### src/lsm_fe_pkg.sv
// Shared types and constants for the least-squares frequency estimator.
`default_nettype none
package lsm_fe_pkg;

   localparam int WIDE_W    = 256;
   localparam int QUOT_W    = 64;
   localparam int SUM_W     = 64;
   localparam int COUNT_W   = 16;
   localparam int KHZ_W     = 24;
   localparam int PRESC_W   = 16;
   localparam int CSR_IDX_W = 1;
   localparam int CSR_DAT_W = 24;
   localparam int SCALE_W   = 61;
   localparam int DIV_CELLS = WIDE_W;

   // kHz to Hz, times 1e8
   localparam logic [36:0] SCALE_MULT = 37'd100000000000;

   localparam logic [KHZ_W-1:0]   CLOCK_KHZ_RESET = 24'd100000;
   localparam logic [PRESC_W-1:0] PRESCALE_RESET  = 16'd1;

   localparam logic [CSR_IDX_W-1:0] REG_CLOCK_KHZ = 1'b0;
   localparam logic [CSR_IDX_W-1:0] REG_PRESCALE  = 1'b1;

   typedef struct packed {
      logic valid;
      logic zero_den;
   } tag_type;

endpackage
`default_nettype wire

### src/lsm_fe_back.sv
// Prescaler multiply with saturation and zero-denominator masking.
`default_nettype none
module lsm_fe_back (
   input  wire logic                            clock,
   input  wire logic                            reset,
   input  wire logic                            en,
   input  lsm_fe_pkg::tag_type                  in_tag,
   input  wire logic [lsm_fe_pkg::QUOT_W-1:0]   in_quot,
   input  wire logic [lsm_fe_pkg::PRESC_W-1:0]  prescale,
   output lsm_fe_pkg::tag_type                  out_tag,
   output logic      [lsm_fe_pkg::QUOT_W-1:0]   out_freq,
   output logic                                 out_valid_res
);
   import lsm_fe_pkg::*;

   tag_type     tag_ff;
   logic [47:0] pa_ff, pb_ff;
   logic [15:0] div_eff;
   logic [79:0] sum;

   assign div_eff = (prescale == '0) ? 16'd1 : prescale;

   always_ff @(posedge clock) begin
      if (reset) begin
         tag_ff <= '0;
      end else if (en) begin
         tag_ff <= in_tag;
      end
   end

   always_ff @(posedge clock) begin
      if (en) begin
         pa_ff <= {16'd0, in_quot[31:0]}  * {32'd0, div_eff};
         pb_ff <= {16'd0, in_quot[63:32]} * {32'd0, div_eff};
      end
   end

   always_comb begin
      sum = {pb_ff, 32'd0} + {32'd0, pa_ff};
      if (tag_ff.zero_den) begin
         out_freq = '0;
      end else if (sum[79:64] != '0) begin
         out_freq = '1;
      end else begin
         out_freq = sum[63:0];
      end
      out_valid_res = !tag_ff.zero_den;
   end

   assign out_tag = tag_ff;

endmodule
`default_nettype wire

### config.mk
export PLATFORM = sky130hd
export DESIGN_NAME = lsm_fe_back
export DESIGN_NICKNAME = d
export VERILOG_FILES = /design/src/lsm_fe_pkg.sv /design/src/lsm_fe_back.sv
export SDC_FILE = /design/constraint.sdc
export NUM_CORES = 2
export LEC_CHECK = 0
export ABC_CLOCK_PERIOD_IN_PS = 18400
export BUFFER_PORTS_ARGS = -buffer_cell sky130_fd_sc_hd__buf_2
export CAP_MARGIN = 0
export CORE_AREA = 4 4 278 280
export CTS_CLUSTER_DIAMETER = 200
export DETAILED_ROUTE_END_ITERATION = 12
export DIE_AREA = 0 0 282 284
export PLACE_DENSITY = 0.67
export SLEW_MARGIN = 20
export SYNTH_ARGS = -nofsm -noshare
export SYNTH_HDL_FRONTEND = slang
export SYNTH_SLANG_ARGS = --single-unit
export TNS_END_PERCENT = 100
### constraint.sdc
create_clock -name clock -period 18.4 [get_ports clock]
set_input_delay 0 -clock clock [delete_from_list [all_inputs] [get_ports clock]]
set_output_delay 0 -clock clock [all_outputs]
set_load 0.1 [all_outputs]
# After elaboration in Yosys (flattened, before gate mapping)
# Cells that the tools add are included.
# classes
n_addsub	1
mul	2
mux	3
reduce_logical	3
# ops
op	n
$mux W64	2
$mul A32 B16 Y48	2
$add A80 B48 Y80	1
$logic_not A16 Y1	1
$mux W16	1
$reduce_bool A16 Y1	1
$logic_not A1 Y1	1
# totals
register_bits	98
output_inout_bits	67
elab_cells	13

# Logic depth before layout (Yosys ltp)
# logic_depth
word_depth	4
mapped_depth	26

# Least setup slack after synthesis
# OpenSTA, ideal clock, no wires.
# synth_timing
kind	input to register
start	in prescale[1] (netlist name)
end	reg pb_ff[46], data pin
arrival_ps	5920
setup_slack_ps	12219
path_stages	22
path_buffers	2
cell_sequence	clkbuf_1 clkbuf_1 nand2_1 fa_1 fa_1 fa_1 inv_1 fa_1 fa_1 inv_1 fa_1 inv_1 ha_1 nand2_1 a2111oi_1 nand2_1 o21ai_1 a41o_1 a21oi_1 o31a_1 o21ai_1 xor2_1
# synth_via
elab_chain_len	3
# synth_lines
item	line_no	rtl
start: declaration	lsm_fe_back.sv:9	input wire logic [lsm_fe_pkg::PRESC_W-1:0] prescale,
$logic_not A16 Y1	lsm_fe_back.sv:21	assign div_eff = (prescale == '0) ? 16'd1 : prescale;
$mux W16 (*)	lsm_fe_back.sv:21	
$mul A32 B16 Y48 (*)	lsm_fe_back.sv:34	pb_ff <= {16'd0, in_quot[63:32]} * {32'd0, div_eff};
end signal: assignment	lsm_fe_back.sv:34	
end: declaration	lsm_fe_back.sv:17	logic [47:0] pa_ff, pb_ff;
# Every way passes the cells marked *; elsewhere a longest branch is shown, timed or not.
# A chain may end at the register's enable or synchronous reset.

# Worst setup path in the final report
# Same ends and word-level chain as after synthesis.

==> summary.md <==
| Metric | Value |
|---|---|
| Run status | complete, no violations |
| Critical Path Sink Type | flip-flop |
| Largest cells by area after synthesis | sky130_fd_sc_hd__fa_1, sky130_fd_sc_hd__inv_1, sky130_fd_sc_hd__ha_1, sky130_fd_sc_hd__edfxtp_1, sky130_fd_sc_hd__and2_1 |
| Top cell type by total area after synthesis | sky130_fd_sc_hd__fa_1 |
| Number of max-cap violations | 0 |
| Starting density of the core | about half |
| Global-route total usage across every layer | 25.5% |
| Placeable core region | between 70000 and 80000 um^2 |
| Share of the clock period used by the worst path | around two fifths |
| Crit Path Max Fanout | 39 |
| Synthesized instance count | between 4000 and 5000 |
| Count of TritonRoute iterations in the first routing pass | 5 |
| Required @ worst endpoint | 18.53 ns |
| Transition at the pin with the smallest max-transition slack | 1.05 ns |
| Period minus WS final | 7.32 ns |
| Yosys top cell area share | between 40% and 50% |
| Clock transition at the registers of the reported paths | 0.08 ns |
| First-pass GRT wire length | roughly 160 mm |
| Post-detail-place hpwl | 77.4 mm |
| Sum of negative setup slack | 0 ns |
| Number of antenna cells inserted | 0 |
| Worst Hold Launch | en |
| IO Port Bufs | 151 |
| Count of final hold-check violations | 0 |
| Element type at the critical path start | input port |
| Avg Cell Area, Syn | about 9 um^2 |
| TritonCTS clock tree | built |
| Critical path class | in -> reg |
| Setup slack, reg-to-reg | ~17 ns |
| Leading register cell type out of synthesis | sky130_fd_sc_hd__edfxtp_1 |
| Final Routed Wirelength | a little under 100 mm |
| Worst reg2reg path endpoint | out_tag[0]$_SDFFE_PP0P_ |
| Endpoint arrival time on the critical path | 7.44 ns |
| Worst R2R Path Depth | 3 |
| Area delta synth->final | 4.48% |
| Total of endpoints with negative setup slack in the final report | 0 |
| Post-synthesis instance area | ~37000 um^2 |
| Startpoint of the worst-slack reg-to-reg timing path | out_tag[0]$_SDFFE_PP0P_ |
| Number of flops mapped to enable cells by yosys | 96 |
| Last element of the critical path | pb_ff[46]$_DFFE_PP_ |
| CTS root buffer | sky130_fd_sc_hd__clkbuf_16 |
| Synthesized flop and latch total | 98 |
| Unrepaired setup endpoints after global routing | no |
| Total CTS buffers | 9 |
| TritonCTS Sinks | 98 |
| Number of core rows | 100 |
| Total I/O pin count | around 150 |
| Worst relative slew slack | 29.8% |
| Number of warnings reported in the yosys synthesis log | 0 |
| Beginning of the critical path | prescale[1] |
| Worst-case clock buffer depth | 2 |
| Count of H-tree levels built during CTS | 3 |
| Initial antenna violation count | 3 |
| 1st-iter DRT viols | 1688 |
| Proportion of synthesized chip area in sequential cells | 7.84% |
| Vias in the first global route | 29400 |
| Number of nets in the layout | 5301 |
| Number of nets with antenna violations after routing | 0 |
| Detail-routed via count per cell | 5.46 |
| Number of vias after detailed routing | 27800 |
| Average detailed-routed wire length per instance | slightly below 20 um |
| Post-Route Skew | 0 ns |
| DRC violation count after routing | 0 |
| Largest net degree at the start of global routing | between 60 and 70 |
| Global route total overflow | 0 |
| Kind of path behind the tightest hold check | in -> reg |
| Clock Latency Late Sink | 0.38 ns |
| Weighted congestion reported at the end of routability-driven placement | 0.892 |
| Fillers | a little under 7000 |
| Setup fix buffers added after clock tree synthesis | 0 |
| Die Footprint | 80100 um^2 |
| Height of the die | approximately 280 um |
| Highest Clock Rate | 137 MHz |
| Number of distinct library cell variants in the gate-level netlist after synthesis | 63 |
| Fraction of final layout cells sized beyond drive strength 1 | under 10% |
| Count of pins over their slew limit | 0 |
| Die width | 282 um |
| Post-synth ARST share | 0% |
| Net count of the mapped netlist | 5331 |
-- layer usage --
metal / up-vias / wire [um] / track usage, %
met5: - / 36 / 0
met1: 14300 / 42100 / 35.9
met2: 957 / 47400 / 41.9
met4: 6 / 2310 / 6.30
met3: 141 / 6740 / 3.64
li1: 12400 / - / -
-- synth_stat cells, types with 3 or more instances --
library cell / n
sky130_fd_sc_hd__mux2i_1: 6
sky130_fd_sc_hd__a41oi_1: 32
sky130_fd_sc_hd__buf_6: 3
sky130_fd_sc_hd__nor3_1: 50
sky130_fd_sc_hd__a211o_1: 3
sky130_fd_sc_hd__xor2_1: 38
sky130_fd_sc_hd__a221oi_1: 4
sky130_fd_sc_hd__o21ai_1: 7
sky130_fd_sc_hd__and4_1: 6
sky130_fd_sc_hd__buf_4: 4
sky130_fd_sc_hd__o21bai_1: 9
sky130_fd_sc_hd__and3_1: 19
sky130_fd_sc_hd__nand2b_1: 15
sky130_fd_sc_hd__o21a_1: 16
sky130_fd_sc_hd__xnor2_1: 81
sky130_fd_sc_hd__o211ai_1: 13
sky130_fd_sc_hd__clkbuf_1: 206
sky130_fd_sc_hd__nand4_1: 17
sky130_fd_sc_hd__inv_1: 892
sky130_fd_sc_hd__nand3_1: 30
sky130_fd_sc_hd__fa_1: 837
sky130_fd_sc_hd__ha_1: 256
sky130_fd_sc_hd__a31oi_1: 12
sky130_fd_sc_hd__edfxtp_1: 96
sky130_fd_sc_hd__nand2_1: 662
sky130_fd_sc_hd__nor2b_1: 13
sky130_fd_sc_hd__a21o_1: 76
sky130_fd_sc_hd__o2111ai_1: 5
sky130_fd_sc_hd__o41ai_1: 3
sky130_fd_sc_hd__nor2_1: 60
sky130_fd_sc_hd__o21ai_0: 53
sky130_fd_sc_hd__and2_1: 433
sky130_fd_sc_hd__or2_2: 4
sky130_fd_sc_hd__o31ai_1: 4
sky130_fd_sc_hd__nor4_1: 6
sky130_fd_sc_hd__a211oi_1: 10
sky130_fd_sc_hd__a21oi_1: 134
-- cells by family after synthesis --
logic type               count (synthesis)  share of synthesized area, %
adder cells (fa/ha/maj)               1093                          53.6
multiplexers                             7                         0.191
AND/OR/NAND/NOR                       1324                          17.3
AO/OA/AOI/OAI                          404                          7.08
buffers and inverters                 1108                          11.3
flip-flops                              98                          7.84
XOR/XNOR                               119                          2.80
-- how the worst min path moves through the flow --
| stage | slack [ns] | to | cells after the start |
|---|---|---|---|
| detailed placement | 0.17 | out_tag[0]$_SDFFE_PP0P_ | 2 |
| finish | 0.15 | pb_ff[10]$_DFFE_PP_ | 1 |
| CTS | 0.14 | pb_ff[10]$_DFFE_PP_ | 1 |
| global route | 0.17 | pb_ff[10]$_DFFE_PP_ | 1 |
| floorplan | 0.07 | out_tag[0]$_SDFFE_PP0P_ | 1 |
| global placement | 0.17 | out_tag[0]$_SDFFE_PP0P_ | 2 |
-- cells in the final DEF, fill, tap and decap left out, drive strengths merged, types with 4 or more instances in the layout --
| cell | instances |
|---|---|
| a211oi | 11 |
| o21a | 16 |
| a221oi | 4 |
| o21bai | 9 |
| mux2i | 6 |
| clkinv | 4 |
| o2111ai | 5 |
| nor4 | 6 |
| inv | 895 |
| clkbuf | 9 |
| edfxtp | 96 |
| and3 | 19 |
| buf | 172 |
| xor2 | 38 |
| o31ai | 4 |
| nand4 | 17 |
| nor3 | 51 |
| a31oi | 14 |
| or2 | 4 |
| and2 | 433 |
| nand2 | 662 |
| fa | 837 |
| o211ai | 13 |
| nor2 | 60 |
| a21o | 77 |
| ha | 256 |
| nand3 | 30 |
| a41oi | 32 |
| o21ai | 61 |
| nor2b | 13 |
| a21oi | 134 |
| and4 | 6 |
| nand2b | 15 |
| xnor2 | 81 |
-- worst max-delay path, stage by stage --
cell and delay [ns]:
sky130_fd_sc_hd__buf_2 0.54, sky130_fd_sc_hd__buf_4 0.60, sky130_fd_sc_hd__nand2_1 0.18, sky130_fd_sc_hd__fa_1 0.54, sky130_fd_sc_hd__fa_1 0.51, sky130_fd_sc_hd__fa_1 0.52, sky130_fd_sc_hd__inv_1 0.06, sky130_fd_sc_hd__fa_1 0.48
sky130_fd_sc_hd__fa_1 0.49, sky130_fd_sc_hd__inv_1 0.05, sky130_fd_sc_hd__fa_1 0.47, sky130_fd_sc_hd__inv_1 0.05, sky130_fd_sc_hd__ha_1 0.32, sky130_fd_sc_hd__nand2_1 0.09, sky130_fd_sc_hd__a2111oi_1 0.78, sky130_fd_sc_hd__nand2_1 0.12
sky130_fd_sc_hd__o21ai_1 0.46, sky130_fd_sc_hd__a41o_1 0.31, sky130_fd_sc_hd__a21oi_1 0.19, sky130_fd_sc_hd__o31a_1 0.36, sky130_fd_sc_hd__o21ai_1 0.17, sky130_fd_sc_hd__xor2_1 0.10
-- sequential cells by signal, summed over array words and instances (netlist names) --
name     cells
pb_ff       48
pa_ff       48
out_tag      2
-- final cells by class --
cell class              instances  area [um^2]  area share, %
clock buffers                   9          225          0.578
flip-flops and latches         98         2920           7.51
clock inverters                 7         78.8          0.202
inverters                     892         3350           8.60
multi-input cells            2947        30200           77.5
well taps                     969         1210           3.11
repair buffers                175          966           2.48
-- what timing repair did --
action | CTS | global route
hold buffers | 3 | 0
hold endpoints to repair | 2 | 0
gates resized for setup | 0 | 0
-- metrics by stage --
stage                     std cells  area (um^2)  hold WS, ns  utilization [%]  setup WS, ns
after detailed placement       5077        38600        0.172             51.8         10.78
after global routing           5097        38900        0.169             52.3         10.74
after CTS                      5096        38900        0.144             52.3         11.20
after global placement         5077        38600        0.171             51.8         11.00
after floorplan                4153        37300       0.0724                -         12.22
final                          5097        38900        0.154             52.3         11.08
Power is not shown: default switching activity piles up to over one toggle a cycle in this logic, so the estimate is an artifact.
