==> src/lsm_fe_pkg.sv <==
// Shared types and constants for the least-squares frequency estimator.
`default_nettype none
package lsm_fe_pkg;

   localparam int WIDE_W    = 256;
   localparam int QUOT_W    = 64;
   localparam int SUM_W     = 64;
   localparam int COUNT_W   = 16;
   localparam int KHZ_W     = 24;
   localparam int PRESC_W   = 16;
   localparam int CSR_IDX_W = 1;
   localparam int CSR_DAT_W = 24;
   localparam int SCALE_W   = 61;
   localparam int DIV_CELLS = WIDE_W;

   // kHz to Hz, times 1e8
   localparam logic [36:0] SCALE_MULT = 37'd100000000000;

   localparam logic [KHZ_W-1:0]   CLOCK_KHZ_RESET = 24'd100000;
   localparam logic [PRESC_W-1:0] PRESCALE_RESET  = 16'd1;

   localparam logic [CSR_IDX_W-1:0] REG_CLOCK_KHZ = 1'b0;
   localparam logic [CSR_IDX_W-1:0] REG_PRESCALE  = 1'b1;

   typedef struct packed {
      logic valid;
      logic zero_den;
   } tag_type;

endpackage
`default_nettype wire

==> src/lsm_fe_div_cell.sv <==
// One restoring-division cell: one quotient bit per item per cycle while en is high.
`default_nettype none
module lsm_fe_div_cell (
   input  wire logic                            clock,
   input  wire logic                            reset,
   input  wire logic                            en,
   input  lsm_fe_pkg::tag_type                  in_tag,
   input  wire logic [lsm_fe_pkg::WIDE_W-1:0]   in_rem,
   input  wire logic [lsm_fe_pkg::WIDE_W-1:0]   in_num,
   input  wire logic [lsm_fe_pkg::WIDE_W-1:0]   in_den,
   input  wire logic [lsm_fe_pkg::QUOT_W-1:0]   in_quot,
   output lsm_fe_pkg::tag_type                  out_tag,
   output logic      [lsm_fe_pkg::WIDE_W-1:0]   out_rem,
   output logic      [lsm_fe_pkg::WIDE_W-1:0]   out_num,
   output logic      [lsm_fe_pkg::WIDE_W-1:0]   out_den,
   output logic      [lsm_fe_pkg::QUOT_W-1:0]   out_quot
);
   import lsm_fe_pkg::*;

   tag_type           tag_ff;
   logic [WIDE_W-1:0] rem_ff, num_ff, den_ff;
   logic [QUOT_W-1:0] quot_ff;

   logic [WIDE_W:0]   shifted;
   logic              take;
   logic [WIDE_W:0]   diff;

   always_comb begin
      shifted = {in_rem, in_num[WIDE_W-1]};
      take    = (shifted >= {1'b0, in_den});
      diff    = shifted - {1'b0, in_den};
   end

   always_ff @(posedge clock) begin
      if (reset) begin
         tag_ff <= '0;
      end else if (en) begin
         tag_ff <= in_tag;
      end
   end

   always_ff @(posedge clock) begin
      if (en) begin
         rem_ff  <= take ? diff[WIDE_W-1:0] : shifted[WIDE_W-1:0];
         num_ff  <= {in_num[WIDE_W-2:0], 1'b0};
         den_ff  <= in_den;
         quot_ff <= {in_quot[QUOT_W-2:0], take};
      end
   end

   assign out_tag  = tag_ff;
   assign out_rem  = rem_ff;
   assign out_num  = num_ff;
   assign out_den  = den_ff;
   assign out_quot = quot_ff;

endmodule
`default_nettype wire

==> config.mk <==
export PLATFORM = sky130hd
export DESIGN_NAME = lsm_fe_div_cell
export DESIGN_NICKNAME = d
export VERILOG_FILES = /design/src/lsm_fe_pkg.sv /design/src/lsm_fe_div_cell.sv
export SDC_FILE = /design/constraint.sdc
export NUM_CORES = 1
export LEC_CHECK = 0
export ABC_AREA = 1
export CAP_MARGIN = 10
export CELL_PAD_IN_SITES_DETAIL_PLACEMENT = 0
export CELL_PAD_IN_SITES_GLOBAL_PLACEMENT = 1
export CORE_AREA = 4 4 651 653
export DETAILED_ROUTE_END_ITERATION = 8
export DIE_AREA = 0 0 655 657
export DONT_BUFFER_PORTS = 1
export PLACE_DENSITY = 0.44
export SETUP_SLACK_MARGIN = 0.1
export SLEW_MARGIN = 20
export SYNTH_ARGS = -nofsm -noshare
export SYNTH_HDL_FRONTEND = slang
export SYNTH_SLANG_ARGS = --single-unit
==> constraint.sdc <==
create_clock -name clock -period 7.4 [get_ports clock]
set_input_delay 1.11 -clock clock [delete_from_list [all_inputs] [get_ports clock]]
set_output_delay 1.11 -clock clock [all_outputs]
set_load 0.01 [all_outputs]
Yosys cells after proc, flatten, opt, wreduce, memory -nomap -nowiden
Index checks and enable logic that the tools add are counted.

Bits in registers: 833. Input bits: 837. Output and inout port bits: 834. Word-level logic and storage cells: 9.

Add/sub/neg operators: 1. $lt $le $gt $ge: 1. Multiplexer cells: 1.

Operator list (count): $ge A257 B256 Y1 (1); $mux W256 (1); $sub A256 B256 Y256 (1).

Longest topological paths before layout
Gate-level depths: netlist (run 1).

Depth in word-level cells: 2. Depth in mapped cells: 23. Gate-level depth less buffers: 20.

Worst setup path after synthesis (run 1)
No wires, ideal clock.

Path type: input port to flip-flop. Start: input in_den[44] in the netlist's numbering. End: register rem_ff[194], in the netlist out_rem[194] (data pin). Setup time: 0.253 ns. Arrival time: 2.994 ns. Data required time: 7.147 ns. Slack: 4.153 ns. Stages: 19. Buffers on the path: 3. Cell sequence: inv_1 > ha_1 > nand2_1 > nor2_2 > inv_2 > nor2_4 > inv_2 > nor2_4 > and2_4 > nand2_2 > nand2_2 > nand2_2 > nand2_2 > nand2_2 > buf_6 > buf_12 > buf_6 > nand3_2 > nand2_1.

Longest elaborated chain between the ends: 2. Elaborated cells between the ends (all ways): 3. Those cells by class: 1 x add/sub; 1 x order compare; 1 x mux.

RTL lines: start: declaration (RTL line lsm_fe_div_cell.sv:10) `input wire logic [lsm_fe_pkg::WIDE_W-1:0] in_den,`; $sub A256 B256 Y256 / $ge A257 B256 Y1 (equally long branches) (RTL line lsm_fe_div_cell.sv:31, lsm_fe_div_cell.sv:30); $mux W256 (*) (RTL line lsm_fe_div_cell.sv:44) `rem_ff <= take ? diff[WIDE_W-1:0] : shifted[WIDE_W-1:0];`; end signal: assignment (RTL line lsm_fe_div_cell.sv:44); end: declaration (RTL line lsm_fe_div_cell.sv:21) `logic [WIDE_W-1:0] rem_ff, num_ff, den_ff;`.

Every way passes the cells marked *; elsewhere a longest branch is shown, timed or not. A chain may end at the register's enable or synchronous reset.

Worst setup path in the final report (run 1)
Start: input in_den[196] in the netlist's numbering. End: register rem_ff[1], in the netlist out_rem[1] (data pin).

Longest elaborated chain between the ends: 2.

RTL lines: $ge A257 B256 Y1 (RTL line lsm_fe_div_cell.sv:30) `take = (shifted >= {1'b0, in_den});`; $mux W256 (RTL line lsm_fe_div_cell.sv:44).

Every way passes these cells.

==> flow_summary.toml, run 1 <==
[drt]
routed_wl_um = 540200
vias = 60446
post_drt_wl_per_cell_um = 35.70
vias_per_cell = 3.994
ant_nets = 0
drt_pass1_iterations = 6
drtIter0Drc = 4893
drc = 0

[logic_synthesis]
avgSynthCellArea_um2 = 6.688
ys_seq_area_share_pct = 39.93
synth_cells = 9359
synthXorXnorAreaFrac_pct = 1.777
synth_mux_area_share_pct = 0
synth_compound_area_share_pct = 2.393
synth_top_family_by_area = "simple AND/OR/NAND/NOR gates"
synthArstFlopShare_pct = 0
netlist_area_mm2 = 0.06260
synth_warnings = 0
ys_ff_latch = 833
synthSimpleGateAreaFrac_pct = 35.48
synth_edf_count = 831
synthAdderAreaFrac_pct = 5.149
synth_cell_types = 39
synth_flop_cell = "edfxtp_1"
synth_nets = 10453

[worst_setup_path]
cp.arrival_ps = 5390
cp_top_family = "simple AND/OR/NAND/NOR gates"
regToRegStartpoint = "out_tag[1]"
r2r_cells = 2
regToRegSetupSlack_ps = 6760
cp.required_ps = 8030
crit_path_end = "out_rem[1]"
reg2reg_to = "out_tag[1]"
worst-path-buf-inv = 5
critPathKind = "in2reg"
endpoint_kind = "flip-flop"
crit_slowest_cell = "ha_1"
cpPeakStageDelay_ps = 640
cp_num_cells = 16
worstSetupStartpoint = "in_den[196]"
crit_fanout = 65
cp-start-kind = "input port"
crit_chain = "inv_1 > ha_1 > nand2_1 > nor2_1 > inv_1 > nor2_1 > inv_2 > nor2_2 > nand2_1 > inv_2 > nand2_1 > nor2_1 > nand2_8 > nand2_8 > buf_4 > o21ai_0"

[cts]
clk_pin_slew_worst_paths_ps = 70
cts_buffers = 113
cts_resized = 0
cts.sinks = 833
clock_path_buffers = 4
hold_buffers = 0
insertion_delay_ps = 860
cts_setup_buffers = 0
ctsRootBufferMaster = "clkbuf_16"
cts_htree_levels = 3
cts_tree = "built"

[floorplanning]
die_w_um = 655
die_h_um = 657
start_util_pct = 14.95
dieArea_mm2 = 0.4303
num_io_pins = 1671
rows = 238
core_mm2 = 0.4187

[power_and_ir_drop]
max-vdd-ir-drop_mv = 0.2139
leakage_uw = 0.03672
pwr_density_cell_mw_per_mm2 = 224.7

[global_routing]
antenna_found_initial = 152
grt_first_pass_wirelength_um = 662000
grt_pass1_vias = 58626
grt_max_degree = 190
grt_overflow = 0
grt_use_total_pct = 24.08

[sta]
fin_skew_ps = 0
setup_viol = 0
hold_viol_final = 0
tns_ps = 0
timing.final.crit_share_pct = 64.34
finalCriticalPeriod_ps = 4761
max_freq_ghz = 0.2100
max_slew_margin_pct = 25.07
worstMarginPinSlew_ps = 1121
grt_setup_unrepaired = "false"
maxSlewViolCount = 0

[final_layout]
layout.nets = 10542
layout-drive-gt1-share_pct = 4.991
area_delta_synth_final_pct = 17.14
fin_util_pct = 17.51
fin_cells = 15134

[placement]
port_buffers = 0
placedCellCount = 14852
place_hpwl_um = 481900
gp_congestion = 1.006

[status]
outcome = "complete, no violations"

[run]
cap_viol_max_count = 0

[hold_path]
hp-class = "in2reg"
-- sequential cells by signal, summed over array words and instances, names as in the netlist --
signal	cells
out_den	256
out_num	255
out_quot	64
out_rem	256
out_tag	2
-- cells by family (layout without fill, tap and decap cells) --
family / count (synthesis) / after routing
xor gates and xnor gates: 127 / 127
other: 1 / 78
DFF: 833 / 833
adders and majority gates: 257 / 257
and+or+nand+nor: 5402 / 5402
buffers and inverters: 2451 / 2629
AOI/OAI and AO/OA: 288 / 288
-- cells in the mapped netlist, drive strengths merged (6+ instances only) --
| library cell | count | share of area (%) |
|---|---|---|
| a21boi | 6 | 0.072 |
| buf | 75 | 1.0 |
| and2 | 11 | 0.11 |
| nand2 | 3880 | 23 |
| edfxtp | 831 | 40 |
| nand3 | 560 | 5.3 |
| nor2 | 792 | 5.1 |
| inv | 2362 | 14 |
| a21oi | 225 | 1.8 |
| clkbuf | 11 | 0.066 |
| ha | 256 | 5.1 |
| nand4 | 37 | 0.37 |
| nor4 | 31 | 0.31 |
| xor2 | 126 | 1.8 |
| nor3 | 31 | 0.28 |
| nand3b | 58 | 0.70 |
| o21ai | 45 | 0.36 |
| o21bai | 12 | 0.14 |
-- power breakdown --
group          internal [µW]  switching (µW)
Combinational            922            3100
Sequential              5830             986
Clock                   3150            2490
Total                   9900            6570
-- stage by stage --
stage	power [µW]	instance area (µm²)	worst slack, ps	hold WS (ps)
4_1_cts	16740	73100	2678	194.8
2_1_floorplan	8311	62600	4153	476.6
3_3_place_gp	10980	69430	1693	500.9
6_report	16480	73330	2639	289.0
3_5_place_dp	10950	69450	1711	506.1
5_1_grt	17150	73240	2583	222.9
-- final cells by class --
| type | instances | area [µm²] |
|---|---|---|
| fillers | 48771 | 345400 |
| diodes | 77 | 192.7 |
| clock inverters | 77 | 745.7 |
| flip-flops and latches | 833 | 24990 |
| inverters | 2365 | 8877 |
| repair buffers | 60 | 633.1 |
| multi-input cells | 6075 | 28080 |
| clock buffers | 127 | 2902 |
| well taps | 5520 | 6907 |
-- layout by cell type, fill, tap and decap left out, types with 13 or more instances in the layout --
| master | count |
|---|---|
| nand2_1 | 3865 |
| nand3_1 | 458 |
| nand3b_1 | 58 |
| inv_1 | 2302 |
| clkbuf_16 | 114 |
| diode_2 | 77 |
| xor2_1 | 126 |
| inv_6 | 15 |
| inv_2 | 60 |
| nand3_2 | 102 |
| nor4_1 | 30 |
| nand4_1 | 37 |
| a21oi_1 | 222 |
| edfxtp_1 | 831 |
| clkbuf_1 | 13 |
| nor3_1 | 28 |
| clkinv_2 | 15 |
| clkinv_1 | 22 |
| nor2_1 | 733 |
| buf_4 | 49 |
| nor2_2 | 50 |
| ha_1 | 256 |
| o21ai_0 | 43 |
-- worst min path at each step --
stage,startpoint,cells after the start,endpoint,slack (ps)
after global routing,in_num[58],0,out_num[59],220
after detailed placement,out_tag[0],2,out_tag[0],510
after global placement,out_tag[0],2,out_tag[0],500
final,in_num[58],0,out_num[59],290
after floorplan,out_tag[0],2,out_tag[0],480
after CTS,in_num[58],0,out_num[59],190
-- layer usage --
metal  global-route usage (%)  wire, µm  vias up
li1                         -         -    28291
met1                    25.48    196400    29029
met2                    43.28    271000     2377
met3                    6.214     36990      665
met4                    13.21     35250       84
met5                        0       540        -
(Power assumes the default switching activity.)
==> run 2: changes to the inputs <==
- PLACE_DENSITY: 0.44 -> 0.45
- clock period: 7.4 -> 3.81 ns (I/O delays scaled with it)
==> flow_summary.toml, run 2 (synthesized netlist as in run 1, its figures left out) <==
[status]
outcome = "complete, no violations"

[power_and_ir_drop]
seq_power_share_pct = 37.8
clkPwrFrac_pct = 31.6
switching_share_pct = 38.59
max-vdd-ir-drop_mv = 0.4066
finalPower_uw = 34860
pwr_density_cell_mw_per_mm2 = 370.0
p_int_uw = 21410
power_switching_uw = 13450
leakage_uw = 0.04786
comb_power_share_pct = 30.6

[worst_setup_path]
cp.required_ps = 4390
crit_fanout = 3
critPathKind = "in2reg"
endpoint_kind = "flip-flop"
worstSetupStartpoint = "in_den[125]"
cp-start-kind = "input port"
crit_path_end = "out_rem[245]"
cp.arrival_ps = 4150
regToRegSetupSlack_ps = 2610
regToRegStartpoint = "out_tag[1]"
r2r_cells = 3
reg2reg_to = "out_tag[1]"

[sta]
finalCriticalPeriod_ps = 3564
whs_ps = 81.49
final.setup.worst_slack_ps = 246.1
setup_viol = 0
timing.final.crit_share_pct = 93.54
worstMarginPinSlew_ps = 1201
maxSlewViolCount = 0
max_slew_margin_pct = 19.94
hold_viol_final = 0
grt_setup_unrepaired = "false"
max_freq_ghz = 0.2806
fin_skew_ps = 0

[global_routing]
antenna_found_initial = 130
grt_overflow = 0
grt_first_pass_wirelength_um = 707000
grt_max_degree = 177
grt_use_total_pct = 25.35
grt_pass1_vias = 68625

[drt]
ant_nets = 0
vias_per_cell = 3.942
drc = 0
drt_pass1_iterations = 6
vias = 68819
post_drt_wl_per_cell_um = 32.50
routed_wl_um = 567400
drtIter0Drc = 5574

[floorplanning]
core_mm2 = 0.4187
dieArea_mm2 = 0.4303
rows = 238
die_w_um = 655
start_util_pct = 14.95
num_io_pins = 1671
die_h_um = 657

[cts]
cts_setup_buffers = 0
cts_tree = "built"
insertion_delay_ps = 910
ctsRootBufferMaster = "clkbuf_16"
clock_path_buffers = 4
cts_htree_levels = 3
cts.sinks = 833
clk_pin_slew_worst_paths_ps = 60
cts_buffers = 112

[final_layout]
final_cell_mix = "nand2_1 (3865), inv_1 (2302), buf_4 (1419), edfxtp_1 (831), dlygate4sd3_1 (830)"
final_common_cell = "nand2_1"
fillers = 47785
area_delta_synth_final_pct = 50.50
fin_util_pct = 22.50
layout-drive-gt1-share_pct = 16.55
postLayoutCellArea_mm2 = 0.09421
layout.nets = 12852

[placement]
port_buffers = 0
post_dp_cell_area_mm2 = 0.08195
place_ws_ps = -811.8
gp_congestion = 0.9872
place_hpwl_um = 490000

[run]
cap_viol_max_count = 0

[hold_path]
hp-class = "in2reg"
## run 2: changes by cell type in the layout (fill, tap and decap cells not counted), moves of 4 or more
| cell | previous run | this run |
|---|---|---|
| buf_4 | 49 | 1419 |
| dlygate4sd3_1 | 0 | 830 |
| buf_12 | 5 | 115 |
| diode_2 | 77 | 93 |
| clkinv_1 | 22 | 13 |
| clkinv_2 | 15 | 10 |
| clkinv_4 | 6 | 10 |
| inv_8 | 2 | 6 |
## run 2: cell type report
cell class / instances / area [µm²] / area share (%)
multi-input cells: 6075 / 28080 / 29.81
flip-flops and latches: 833 / 24990 / 26.53
repair buffers: 2371 / 21460 / 22.77
inverters: 2365 / 8877 / 9.423
well taps: 5520 / 6907 / 7.331
clock buffers: 127 / 2859 / 3.035
clock inverters: 72 / 802.0 / 0.8513
diodes: 93 / 232.7 / 0.2470
## run 2: worst min-delay path by stage
| stage | slack, ps | cells after the start | start | end |
|---|---|---|---|---|
| floorplan | 480 | 2 | out_tag[0] | out_tag[0] |
| global placement | 500 | 2 | out_tag[1] | out_tag[1] |
| detailed placement | 500 | 2 | out_tag[1] | out_tag[1] |
| CTS | 40 | 2 | in_rem[0] | out_rem[1] |
| global route | 80 | 2 | in_rem[0] | out_rem[1] |
| finish | 80 | 2 | in_rem[0] | out_rem[1] |
## run 2: what timing repair did
| action | CTS | global route |
|---|---|---|
| hold buffers | 831 | 0 |
| setup endpoints to repair | 3 | 0 |
| resized for setup | 1 | 0 |
| endpoints found under the hold margin | 964 | 0 |
## run 2: layer usage
layer	part of all wire [%]	vias up	track usage, %
met5	0.053	-	0
met4	7.1	48	14.96
met3	5.5	693	4.514
met2	49	2586	45.04
met1	38	32497	28.07
li1	-	32995	-
## run 2: power groups by stage
stage | logic, µW | registers, µW | clock network, µW
after floorplan | 3960 | 12200 | 0
final | 10700 | 13200 | 11000
after detailed placement | 9740 | 13400 | 0
after global routing | 11400 | 13200 | 11600
after global placement | 9770 | 13400 | 0
after CTS | 10700 | 13200 | 11400
## run 2: worst max-delay path, cell delays in order
cell     delay, ps
inv_1           30
ha_1           500
nand2_1        240
buf_4          190
nor2_1         220
inv_2          110
nor2_1         180
inv_1           90
nor2_1         180
nand2_1        130
buf_4          190
nor4_1         810
buf_4          230
nand2_1         70
nand2_1         60
nand2_1         50
nand3_1        200
nand2_1         70
## run 2: per-stage QoR
step	setup TNS (ps)	std cells
after global placement	-164500	16331
after CTS	0	17362
after floorplan	0	9359
after global routing	0	17429
final	0	17456
after detailed placement	-141210	16332
